File: config.mk
export PLATFORM = sky130hd
export DESIGN_NAME = gra_mem
export DESIGN_NICKNAME = d
export VERILOG_FILES = /design/src/hdl/gra_mem.sv
export SDC_FILE = /design/constraint.sdc
export NUM_CORES = 2
export LEC_CHECK = 0
export ABC_AREA = 1
export BUFFER_PORTS_ARGS = -buffer_cell sky130_fd_sc_hd__buf_2
export CAP_MARGIN = 0
export CELL_PAD_IN_SITES_DETAIL_PLACEMENT = 0
export CELL_PAD_IN_SITES_GLOBAL_PLACEMENT = 2
export CORE_UTILIZATION = 40
export DETAILED_ROUTE_END_ITERATION = 7
export PLACE_DENSITY = 0.72
export SLEW_MARGIN = 20
export SYNTH_ARGS = -nofsm -noshare
export SYNTH_HDL_FRONTEND = slang
export SYNTH_SLANG_ARGS = --single-unit
export TNS_END_PERCENT = 50
File: constraint.sdc
create_clock -name i_clk -period 7.35 [get_ports i_clk]
set_input_delay 1.1025 -clock i_clk [delete_from_list [all_inputs] [get_ports i_clk]]
set_output_delay 1.1025 -clock i_clk [all_outputs]
set_load 0.02 [all_outputs]
File: src/hdl/gra_mem.sv
// free rectangle table: one write port, one registered read port
`timescale 1ns / 1ps
module gra_mem #(
    parameter int DEPTH = 64,
    parameter int DW    = 60
) (
    input  logic                     i_clk,
    input  logic                     i_we,
    input  logic [$clog2(DEPTH)-1:0] i_waddr,
    input  logic [DW-1:0]            i_wdata,
    input  logic [$clog2(DEPTH)-1:0] i_raddr,
    output logic [DW-1:0]            o_rdata
);
    logic [DW-1:0] r_mem [DEPTH];

    always_ff @(posedge i_clk) begin
        if (i_we) begin
            r_mem[i_waddr] <= i_wdata;
        end
    end

    always_ff @(posedge i_clk) begin
        o_rdata <= r_mem[i_raddr];
    end
endmodule

-- Yosys cells after proc, flatten, opt, wreduce, memory -nomap -nowiden
Memory sizes are Yosys's and may differ from the RTL's. A register that Yosys moved wholly into a read port is not among the register bits.
Cells that the tools add are included.
- memories kept: 1
- input port bits: 74
- register bits: 0
- output and inout port bits: 60
- word-level logic and storage cells: 3
- RAM bits: 3840
- muxes and demuxes: 2
- memories (name ; depth ; width ; read ports ; clocked after Yosys merged registers in ; write ports ; RTL line ; source):
    r_mem ; 64 ; 60 ; 1 ; 1 ; 1 ; 14 ; logic [DW-1:0] r_mem [DEPTH];
- operators by type and width (cell ; count):
    1-bit two-way mux ; 2

-- Logic depth before layout (Yosys ltp)
- depth in word-level cells: 2
- mapped depth: 13
- mapped depth without buffers: 9

-- Worst setup path after synthesis
OpenSTA, ideal clock, no wires.
- path kind: input to register
- from: input port i_we
- to: memory r_mem[48][0] (enable)
- buffers on the path: 1
- data arrival time: 7362 ps
- setup time: 628 ps
- stages: 3
- slack: -640 ps
- path through: clkbuf_1 > nand4_1 > nor4_1
- cells in the longest elaborated chain, start to end: 2
- ends and longest elaborated chain (item ; RTL line ; source):
    start, declared ; 8 ; input logic i_we,
    1-bit two-way mux ; 17 ; if (i_we) begin
    1-bit two-way mux (implied by the code) ; 18 ; r_mem[i_waddr] <= i_wdata;
    end, declared ; 14 ;
Every way passes these cells.

-- Worst setup path after layout
- from: input port i_waddr[0]
- to: memory r_mem[38][33] (enable)
- RTL lines (item ; RTL line ; source):
    start, declared ; 9 ; input logic [$clog2(DEPTH)-1:0] i_waddr,
No word-level cell before the write port.

==> results summary <==
The flow ran to the end, and the final reports show no timing, DRC or antenna violations. The initial cell density of the core is approximately two fifths. Yosys attributes the largest share of cell area to sky130_fd_sc_hd__edfxtp_1, sky130_fd_sc_hd__nand3_1, sky130_fd_sc_hd__nand2_1. The hold-fix buffer count after cts came out at 0. The number of hold-slack violations in the final timing report is 0.

The number of nets in the layout came out at 12700. The highest attainable clock frequency is about 0.27 GHz. The mapped netlist covers around 160000 sq um.

The initial antenna violation count came out at 50. The floorplan step set the die height to roughly 630 microns. The die covers approximately 400000 sq um. Summed over all cells, the static leakage comes to just over 60 nW.

Summed over all layers, the global routing overflow is 0. The highest metal layer carrying signal wires in the routed design is met5. The worst relative slew slack came out at 17.2%. Setup violations remaining at the end of the flow were counted as 0. The post-CTS setup-driven buffer insertion count came out at 0. The distinct cell type count of the synthesized netlist came out at 18. The overall power after layout is about 48 mW.

The critical path in this run is classified as in2reg. The level count of the clock H-tree came out at 5. The post-detailed-route wirelength per cell came out at 29.7 microns.

The number of remaining DRC errors is 0. The post-cts resize count came out at 0. The count of fill cells added during filler insertion came out at 35000. The maximum single-stage delay on the critical path came out at between 1000 and 1500 ps. The signal on the critical path passes through buf_2, inv_1, nand4_1, nor2_4, buf_4. The internal power consumption is 37.0 mW.

The power spent charging and discharging nets came out at roughly 11 mW. The global-route wire length before repair came out at 756000 microns. The clock period minus worst slack is about 3700 ps. The worst endpoint required time is roughly 8000 ps. The worst-case IR drop observed on VDD is 0.000228 V. The remaining antenna violation count is 0. The I/O pin count came out at 134. The total via count after detailed routing came out at 102000.

The number of register bits inferred by synthesis came out at ~4000. After synthesis, flip-flops and latches occupy 75.0% of the total area. The iteration count of the initial detailed-routing pass came out at 6.

The period utilization is roughly half. The clock buffer count from CTS is 413. The final hold slack is just under 600 ps.

For this run, the number of Yosys warnings is 0. The switching power share of the total is around a quarter. In this run the clock root is driven by a sky130_fd_sc_hd__clkbuf_16. The clock transition time at the flip-flop clock pins of the worst setup and hold paths is around 60 ps.

For this design, the slowest cell found on the critical path is sky130_fd_sc_hd__nor2_4. The later-pin clock latency in the skew report came out at between 900 and 1000 ps. Routability-driven placement finished with a final weighted congestion of 0.789. The slew at the pin closest to its max-slew limit is ~1200 ps.

Summed over all instances, the cell type with the most area after synthesis is sky130_fd_sc_hd__edfxtp_1. The number of instances in the synthesized netlist is 12600. The multi-input combinational cells in the finished layout cover a total of 34500 sq um. In the global route stage, overall resource usage came out at 27.1%.

The max-capacitance violation count is 0. The clock drives 3900 sinks. The tightest min-delay check is of the in2reg type. The critical path arrival is approximately 4300 ps. The final core utilization is between 40% and 50%. The largest net degree at the start of global routing came out at approximately 190. Dividing the synthesized area by the synthesized cell count gives roughly 12 sq um. The routed length on met1 came out at 227000 microns. The wire length on met2 came out at 259000 microns.

The area growth from synthesis to layout came out at 12.4%. The total number of placement rows is about 230. The maximum root-to-sink buffer count is 4.

The number of DRC markers after the initial detailed-route iteration is between 10000 and 15000. The share of total power in the clock network came out at ~43%. The final count of pins violating max slew came to 0. The met3 layer wire length in the routed design came out at about 35000 microns. Power spread over the standard cell area amounts to between 200 and 300 nW/um^2. Combinational logic burns around 6% of the power. The top cell type's share of synthesized area came out at between 70 and 80%. The share of post-route cells with drive strength above 1 came out at slightly above 8%. The area of the core region came out at slightly below 400000 sq um. The area taken by flip-flops and latches came out at roughly 120000 sq um. The maximum fanout encountered on the critical timing path is 20. The nature of the critical path startpoint is a primary input. The overall routed net length came out at ~540000 microns.

Sequential cells burn around half of the power. The worst setup path is captured at a register. The number of buffers inserted by port buffering is approximately 130. In the routed layout, each cell is associated on average with a via count of roughly 5.6. The die is 625 microns wide. Setup repair after global routing left no endpoint under its margin. The placed wire-length estimate after detailed placement is ~270000 microns. The via count of the first global-routing pass came out at slightly below 100k. The number of nets produced by synthesis is approximately 13000. TritonCTS built the clock tree.

The setup skew after layout is slightly above 40 ps.
[metrics by stage]
stage | std cells | area (sq um) | setup WS (ps) | setup TNS (ps)
2_1_floorplan | 12600 | 155000 | -640 | -307370
5_1_grt | 18100 | 175000 | 3690 | 0
3_5_place_dp | 17400 | 161000 | 2680 | 0
3_3_place_gp | 17300 | 161000 | 2780 | 0
6_report | 18100 | 175000 | 3660 | 0
4_1_cts | 18100 | 175000 | 3730 | 0
[cell usage after synthesis]
library cell,instances
sky130_fd_sc_hd__nand3_1,3557
sky130_fd_sc_hd__nor4_1,8
sky130_fd_sc_hd__clkbuf_1,103
sky130_fd_sc_hd__edfxtp_1,3840
sky130_fd_sc_hd__clkbuf_2,1
sky130_fd_sc_hd__nand4_1,9
sky130_fd_sc_hd__buf_6,69
sky130_fd_sc_hd__inv_4,1
sky130_fd_sc_hd__clkinv_1,2
sky130_fd_sc_hd__buf_8,1
sky130_fd_sc_hd__buf_1,69
sky130_fd_sc_hd__buf_4,152
sky130_fd_sc_hd__nor2_1,56
sky130_fd_sc_hd__nand2_1,4240
sky130_fd_sc_hd__dfxtp_1,60
sky130_fd_sc_hd__inv_1,8
sky130_fd_sc_hd__buf_2,448
sky130_fd_sc_hd__inv_2,1
[registers in the layout (all words and copies together), names as in the netlist]
name / flops
o_rdata: 60
r_mem: 3840
[area by class of cell]
type | count | area share, %
inverter | 12 | 0.0537
clock buffer | 496 | 6.16
tap | 5175 | 3.71
multi-input combinational | 7870 | 19.8
antenna | 13 | 0.0186
timing repair buffer | 396 | 2.16
clock inverter | 267 | 1.44
sequential | 3900 | 66.7
[routing by layer]
metal,vias to the layer above,GRT usage (%)
met5,-,0
met4,6,8.54
li1,45000,-
met1,52300,37.4
met2,4076,44.6
met3,796,3.28
[critical path, delay by kind of cell]
kind | cells | cell delay, ps
and+or+nand+nor | 2 | 2000
buffers and inverters | 3 | 1040
[power groups by stage]
| stage | combinational, mW | clock [mW] | sequential (mW) |
|---|---|---|---|
| CTS | 2.88 | 21.0 | 24.7 |
| finish | 2.87 | 20.7 | 24.7 |
| global route | 3.11 | 21.8 | 24.7 |
| floorplan | 1.55 | 0 | 25.2 |
| detailed placement | 2.87 | 0 | 25.2 |
| global placement | 2.84 | 0 | 25.2 |
[final timing paths]
kind                           startpoint                       to  slack (ps)  depth (start not counted)
hold / removal                i_wdata[21]  r_mem[45][21]$_DFFE_PP_         580                          1
setup reg to reg  r_mem[41][46]$_DFFE_PP_      o_rdata[46]$_DFF_P_        5530                          8
hold reg to reg   r_mem[62][55]$_DFFE_PP_      o_rdata[55]$_DFF_P_         790                          8
setup / recovery               i_waddr[0]  r_mem[38][33]$_DFFE_PP_        3660                          5
[cells by family after synthesis]
group	count (synthesis)	synth area share, %
buf+inv	855	3.14
flops	3900	75.0
simple gates	7870	21.9
[placed cells by master (no fill, tap or decap), types with 56 or more instances in the layout]
cell type and count:
sky130_fd_sc_hd__nand2_1 4240, sky130_fd_sc_hd__edfxtp_1 3840, sky130_fd_sc_hd__nand3_1 3557, sky130_fd_sc_hd__clkbuf_16 414, sky130_fd_sc_hd__buf_4 212, sky130_fd_sc_hd__clkinv_2 104, sky130_fd_sc_hd__buf_2 100, sky130_fd_sc_hd__clkinv_1 88
sky130_fd_sc_hd__buf_12 76, sky130_fd_sc_hd__clkbuf_1 73, sky130_fd_sc_hd__dfxtp_1 60, sky130_fd_sc_hd__nor2_4 56
Power figures use the tool's default switching activity.
