<file path="src/hdl/gra_pkg.sv">
// shared constants and codes for the guillotine rectangle allocator
`timescale 1ns / 1ps
package gra_pkg;
    localparam int FREE_SLOTS_DEF = 64;
    localparam int COORD_BITS_DEF = 15;
    localparam int CFG_IDX_BITS   = 3;
    localparam int CFG_DATA_BITS  = 15;
    localparam int RULE_BITS      = 3;

    localparam logic [CFG_IDX_BITS-1:0] CFG_BIN_WIDTH  = 3'd0;
    localparam logic [CFG_IDX_BITS-1:0] CFG_BIN_HEIGHT = 3'd1;
    localparam logic [CFG_IDX_BITS-1:0] CFG_CHOICE     = 3'd2;
    localparam logic [CFG_IDX_BITS-1:0] CFG_SPLIT      = 3'd3;
    localparam logic [CFG_IDX_BITS-1:0] CFG_MERGE      = 3'd4;

    localparam logic OP_INSERT    = 1'b0;
    localparam logic OP_RESET_BIN = 1'b1;

    localparam logic [RULE_BITS-1:0] CHOICE_BEST_AREA  = 3'd0;
    localparam logic [RULE_BITS-1:0] CHOICE_BEST_SHORT = 3'd1;
    localparam logic [RULE_BITS-1:0] CHOICE_BEST_LONG  = 3'd2;
    localparam logic [RULE_BITS-1:0] CHOICE_WORST_AREA = 3'd3;
    localparam logic [RULE_BITS-1:0] CHOICE_WORST_SHORT = 3'd4;
    localparam logic [RULE_BITS-1:0] CHOICE_WORST_LONG = 3'd5;

    localparam logic [RULE_BITS-1:0] SPLIT_SHORTER_LEFT = 3'd0;
    localparam logic [RULE_BITS-1:0] SPLIT_LONGER_LEFT  = 3'd1;
    localparam logic [RULE_BITS-1:0] SPLIT_MIN_AREA     = 3'd2;
    localparam logic [RULE_BITS-1:0] SPLIT_MAX_AREA     = 3'd3;
    localparam logic [RULE_BITS-1:0] SPLIT_SHORTER_AXIS = 3'd4;
    localparam logic [RULE_BITS-1:0] SPLIT_LONGER_AXIS  = 3'd5;
endpackage

</file>
<file path="src/hdl/gra_score.sv">
// choice rule score of one candidate, product difference and edge leftovers registered
`timescale 1ns / 1ps
module gra_score #(
    parameter int CB = 15
) (
    input  logic                   i_clk,
    input  logic                   i_load,
    input  logic [2:0]             i_rule,
    input  logic [CB-1:0]          i_fw,
    input  logic [CB-1:0]          i_fh,
    input  logic [CB-1:0]          i_pw,
    input  logic [CB-1:0]          i_ph,
    output logic signed [2*CB+1:0] o_score
);
    import gra_pkg::*;
    localparam int SW = 2 * CB + 2;

    logic [2*CB-1:0]      w_pf;
    logic [2*CB-1:0]      w_pp;
    logic signed [SW-1:0] r_area;
    logic [CB-1:0]        r_dx;
    logic [CB-1:0]        r_dy;
    logic signed [SW-1:0] w_short;
    logic signed [SW-1:0] w_long;

    assign w_pf = i_fw * i_fh;
    assign w_pp = i_pw * i_ph;

    // both leftovers are non-negative only when the candidate fits
    always_ff @(posedge i_clk) begin
        if (i_load) begin
            r_area <= $signed({2'b00, w_pf}) - $signed({2'b00, w_pp});
            r_dx   <= i_fw - i_pw;
            r_dy   <= i_fh - i_ph;
        end
    end

    assign w_short = (r_dx < r_dy) ? $signed({{(SW-CB){1'b0}}, r_dx})
                                   : $signed({{(SW-CB){1'b0}}, r_dy});
    assign w_long  = (r_dx < r_dy) ? $signed({{(SW-CB){1'b0}}, r_dy})
                                   : $signed({{(SW-CB){1'b0}}, r_dx});

    always_comb begin
        case (i_rule)
            CHOICE_BEST_AREA:   o_score = r_area;
            CHOICE_BEST_SHORT:  o_score = w_short;
            CHOICE_BEST_LONG:   o_score = w_long;
            CHOICE_WORST_AREA:  o_score = -r_area;
            CHOICE_WORST_SHORT: o_score = -w_short;
            default:            o_score = -w_long;
        endcase
    end
endmodule

</file>
<file path="config.mk">
export PLATFORM = sky130hd
export DESIGN_NAME = gra_score
export DESIGN_NICKNAME = d
export VERILOG_FILES = /design/src/hdl/gra_pkg.sv /design/src/hdl/gra_score.sv
export SDC_FILE = /design/constraint.sdc
export NUM_CORES = 1
export LEC_CHECK = 0
export ABC_CLOCK_PERIOD_IN_PS = 19840
export BUFFER_PORTS_ARGS = -buffer_cell sky130_fd_sc_hd__buf_2
export CAP_MARGIN = 20
export CORE_ASPECT_RATIO = 0.8
export CORE_MARGIN = 5
export CORE_UTILIZATION = 35
export DETAILED_ROUTE_END_ITERATION = 10
export HOLD_SLACK_MARGIN = 0.15
export PLACE_DENSITY_LB_ADDON = 0.2
export RECOVER_POWER = 25
export SLEW_MARGIN = 20
export SYNTH_ARGS = -nofsm -noshare
export SYNTH_HDL_FRONTEND = slang
export SYNTH_SLANG_ARGS = --single-unit
</file>
<file path="constraint.sdc">
create_clock -name i_clk -period 19.84 [get_ports i_clk]
set_input_delay 1.984 -clock i_clk [delete_from_list [all_inputs] [get_ports i_clk]]
set_output_delay 1.984 -clock i_clk [all_outputs]
set_load 0.005 [all_outputs]
</file>
After elaboration in Yosys (flattened, before gate mapping)
Index checks and enable logic that the tools add are counted.
{"block": "word_totals", "register_bits": 62, "inputBits": 65, "wordCells": 20}
{"block": "classes", "n_addsub": 6, "multipliers": 2, "magnitude_cmp": 1, "eq_ne": 4, "n_mux": 3, "reduce_logical": 1}
{"cell": "$pmux 32 s5", "count": 1}
{"cell": "$neg 15->32", "count": 2}
{"cell": "$mul 15x15->30", "count": 2}
{"cell": "$neg 32->32", "count": 1}
{"cell": "$sub 30x30->31", "count": 1}
{"cell": "$mux 15", "count": 2}
{"cell": "$sub 15x15->15", "count": 2}
{"cell": "$lt 15x15->1", "count": 1}
{"cell": "$eq 3x2->1 const B", "count": 2}
{"cell": "$eq 3x1->1 const B", "count": 1}
{"cell": "$eq 3x3->1 const B", "count": 1}
{"cell": "$logic_not 3->1", "count": 1}

Logic depth before layout (Yosys ltp)
{"block": "depth", "depth_word": 4, "ltp_mapped": 28, "mapped_depth_nobuf": 27}

Worst setup path after synthesis
OpenSTA, ideal clock, no wires.
{"block": "synth_path", "path_type": "input to register", "from": "in i_ph[1]", "to": "reg r_area[30], data pin", "setup_time_ns": 0.259, "arrival_ns": 8.493, "required_ns": 19.581, "path_slack_ns": 11.088, "path_stages": 24, "n_path_buf": 1, "cell_sequence": "clkbuf_1 -> clkinv_1 -> nor2_1 -> fa_1 -> fa_1 -> inv_1 -> fa_1 -> fa_1 -> fa_1 -> fa_1 -> fa_1 -> inv_1 -> fa_1 -> inv_1 -> ha_1 -> a21o_1 -> a21oi_1 -> nand2_1 -> o221ai_1 -> mux2i_1 -> a41oi_1 -> o21ai_0 -> a21oi_1 -> xnor2_1"}
{"block": "synth_via", "elab_chain_cells": 2}
{"item": "start, declared", "line": "gra_score.sv:12", "text": "input logic [CB-1:0] i_ph,"}
{"item": "$mul 15x15->30", "line": "gra_score.sv:27", "text": "assign w_pp = i_pw * i_ph;"}
{"item": "$sub 30x30->31", "line": "gra_score.sv:32", "text": "r_area <= $signed({2'b00, w_pf}) - $signed({2'b00, w_pp});"}
{"item": "end signal, assigned", "line": "gra_score.sv:32"}
{"item": "end, declared", "line": "gra_score.sv:20", "text": "logic signed [SW-1:0] r_area;"}
No other way between the ends.
A chain may end at the register's enable or synchronous reset.

Worst setup path in the final report
Ends and elaborated chain as after synthesis.

==> flow_summary.json <==
{
  "synth_cells": 2434,
  "setup_ws_ps": 10540,
  "grt_pass1_vias": 18066,
  "synth_area_um2": 21240,
  "violations": "capacitance limit, slew limit",
  "final-setup-viol-count": 0,
  "worstMarginPinSlew_ps": 3202,
  "hold_slack_ps": 2370,
  "clock-sinks": 61,
  "cts_hold_buffers": 0,
  "layout.nets": 3140,
  "cts_tree": "done",
  "numCtsBuffers": 9,
  "cts_root_buf": "clkbuf_16",
  "ant_nets": 0,
  "ys_seq_area_share_pct": 8.624,
  "grt_first_pass_wirelength_um": 106100,
  "final_layout_size_suffix_gt1_share_pct": 5.601,
  "first_pass_iters": 5,
  "routabilityCongestion": 0.9642,
  "arrival_ps": 9390,
  "htreeDepth": 3,
  "grt_use_total_pct": 20.67,
  "cts_resized": 0,
  "criticalPathCategory": "input port to flop",
  "antenna_found_initial": 5,
  "core_area_um2": 59860,
  "yosys.area_share.adder_pct": 50.25,
  "synth_compound_area_share_pct": 7.935,
  "min_period_ps": 9296,
  "io_buffers": 96,
  "dieArea_um2": 65740,
  "fmax_mhz": 107.6,
  "hpwlAfterDp_um": 55370,
  "cp_max_fo": 11,
  "grt_setup_unrepaired": "false",
  "chipHeight_um": 230.3,
  "hold_viol": 0,
  "syn-num-nets": 3115,
  "ys_seq_elements": 61,
  "vias": 16654,
  "overflow": 0,
  "yosysUniqueCellTypes": 73,
  "yosysWarnings": 0,
  "start_kind": "input port",
  "synth_top_family_by_area": "adder cells",
  "cts_setup_buffers": 0,
  "utilization_pct": 38.05,
  "chipWidth_um": 285.4,
  "post-place-ws_ps": 10150,
  "required_ps": 19930,
  "synth_edf_count": 61,
  "drv_slew": 62,
  "synth_ff_type": "edfxtp_1",
  "hold_path.class": "input port to flop",
  "drt_wl_total_um": 66510,
  "grt_max_degree": 62,
  "synthSimpleGateAreaFrac_pct": 16.48,
  "finalCritPeriodShare_pct": 46.85,
  "syn_area_per_cell_um2": 8.727,
  "synth_xor_area_share_pct": 4.165,
  "status": "finished, violations left",
  "max_cap_viol_count": 1,
  "syn2layout_area_growth_pct": 7.234,
  "routedWlPerCell_um": 20.50,
  "viasPerCell": 5.132,
  "end_kind": "flop",
  "tns_ps": 0,
  "clk_path_buf_depth": 2,
  "io_pins": 97,
  "ys_async_sr_fraction_pct": 0,
  "drc": 0,
  "clkTransAtPathRegs_ps": 60,
  "slew_headroom_pct": -113.5,
  "initial_utilization_pct": 35.48,
  "rows": 80,
  "fillers": 6154,
  "drt_iter0_drc": 1341,
  "synthMuxAreaShare_pct": 1.113
}
## logic make-up after synthesis
group                      Yosys count
AOI/OAI and AO/OA                  256
xor gates and xnor gates           101
adders and majority gates          616
buffers and inverters              644
DFF                                 61
muxes                               22
and+or+nand+nor                    734
## routing by layer
layer  up-vias  share of wire [%]  global-route usage [%]
met3        52                6.5                   3.176
met1      8492                 48                   31.26
met2       509                 44                   32.40
li1       7595                  -                       -
met4         6               0.97                   2.404
met5         -              0.048                       0
## cell usage in the layout (no fill, tap or decap), drive strengths merged, types with 57 or more instances in the layout
master  Yosys  layout
inv       547     548
fa        395     395
ha        221     221
nor2      145     145
a21oi      57      57
xnor2      84      84
buf         9     101
o21ai      66      66
edfxtp     61      61
and2      170     170
nand2     280     280
## cell usage after synthesis (4+ instances only)
cell type / number / area, µm²
inv_1: 545 / 2046
fa_1: 395 / 7908
nand2_1: 279 / 1047
ha_1: 221 / 2765
and2_1: 170 / 1064
nor2_1: 145 / 544.3
xnor2_1: 84 / 735.7
clkbuf_1: 81 / 304.0
o21ai_0: 62 / 310.3
edfxtp_1: 61 / 1832
a21oi_1: 57 / 285.3
nor3_1: 41 / 205.2
nand3_1: 26 / 130.1
a21o_1: 24 / 180.2
mux2i_1: 18 / 180.2
xor2_1: 17 / 148.9
nor4_1: 14 / 87.58
or3_1: 14 / 87.58
o211ai_1: 12 / 90.09
a22oi_1: 11 / 82.58
nand4_1: 11 / 68.82
a221oi_1: 8 / 70.07
a31oi_1: 7 / 43.79
clkinv_1: 7 / 26.28
nand2b_1: 6 / 37.54
o311ai_0: 6 / 52.55
a211oi_1: 5 / 37.54
a21boi_0: 5 / 37.54
buf_1: 5 / 18.77
nor2b_1: 5 / 31.28
o21a_1: 5 / 37.54
o21bai_1: 5 / 37.54
a31o_2: 4 / 35.03
and3_1: 4 / 25.02
nand3b_1: 4 / 30.03
o21ai_1: 4 / 20.02
## worst max-delay path: stages
cell      delay (ps)
buf_2            280
clkinv_1         350
nor2_1           230
fa_1             480
fa_1             560
inv_1             60
fa_1             480
fa_1             570
fa_1             430
fa_1             460
fa_1             490
inv_1             50
fa_1             510
inv_1             50
ha_1             320
a21o_1           170
a21oi_1          280
nand2_1           90
o221ai_1         500
mux2i_1          190
a41oi_1          400
o21ai_0          150
a21oi_1          190
xnor2_1           90
## metrics by stage
stage,instances,instance area (µm²)
finish,3245,22780
global route,3244,22770
CTS,3243,22780
detailed placement,3227,22410
global placement,3227,22410
floorplan,2434,21240
## flip-flops by register name (all words and copies together) (netlist names)
signal,count
r_area,31
r_dx,15
r_dy,15
## path summary, 6_finish.rpt
| path | slack, ps | to | startpoint | cells after the start |
|---|---|---|---|---|
| max | 10540 | r_area[30]$_DFFE_PP_ | i_ph[1] | 24 |
| min | 2370 | r_dy[1]$_DFFE_PP_ | i_ph[1] | 3 |
## layout make-up
class	count	area (µm²)	area share, %
antenna	2	5.005	0.02197
clock buffer	9	225.2	0.9888
clock inverter	7	146.4	0.6427
inverter	554	2079	9.130
multi-input combinational	1729	16980	74.55
sequential	61	1832	8.042
tap	779	974.7	4.279
timing repair buffer	104	534.3	2.346
Power is not shown: default switching activity piles up to over one toggle a cycle in this logic, so the estimate is an artifact.
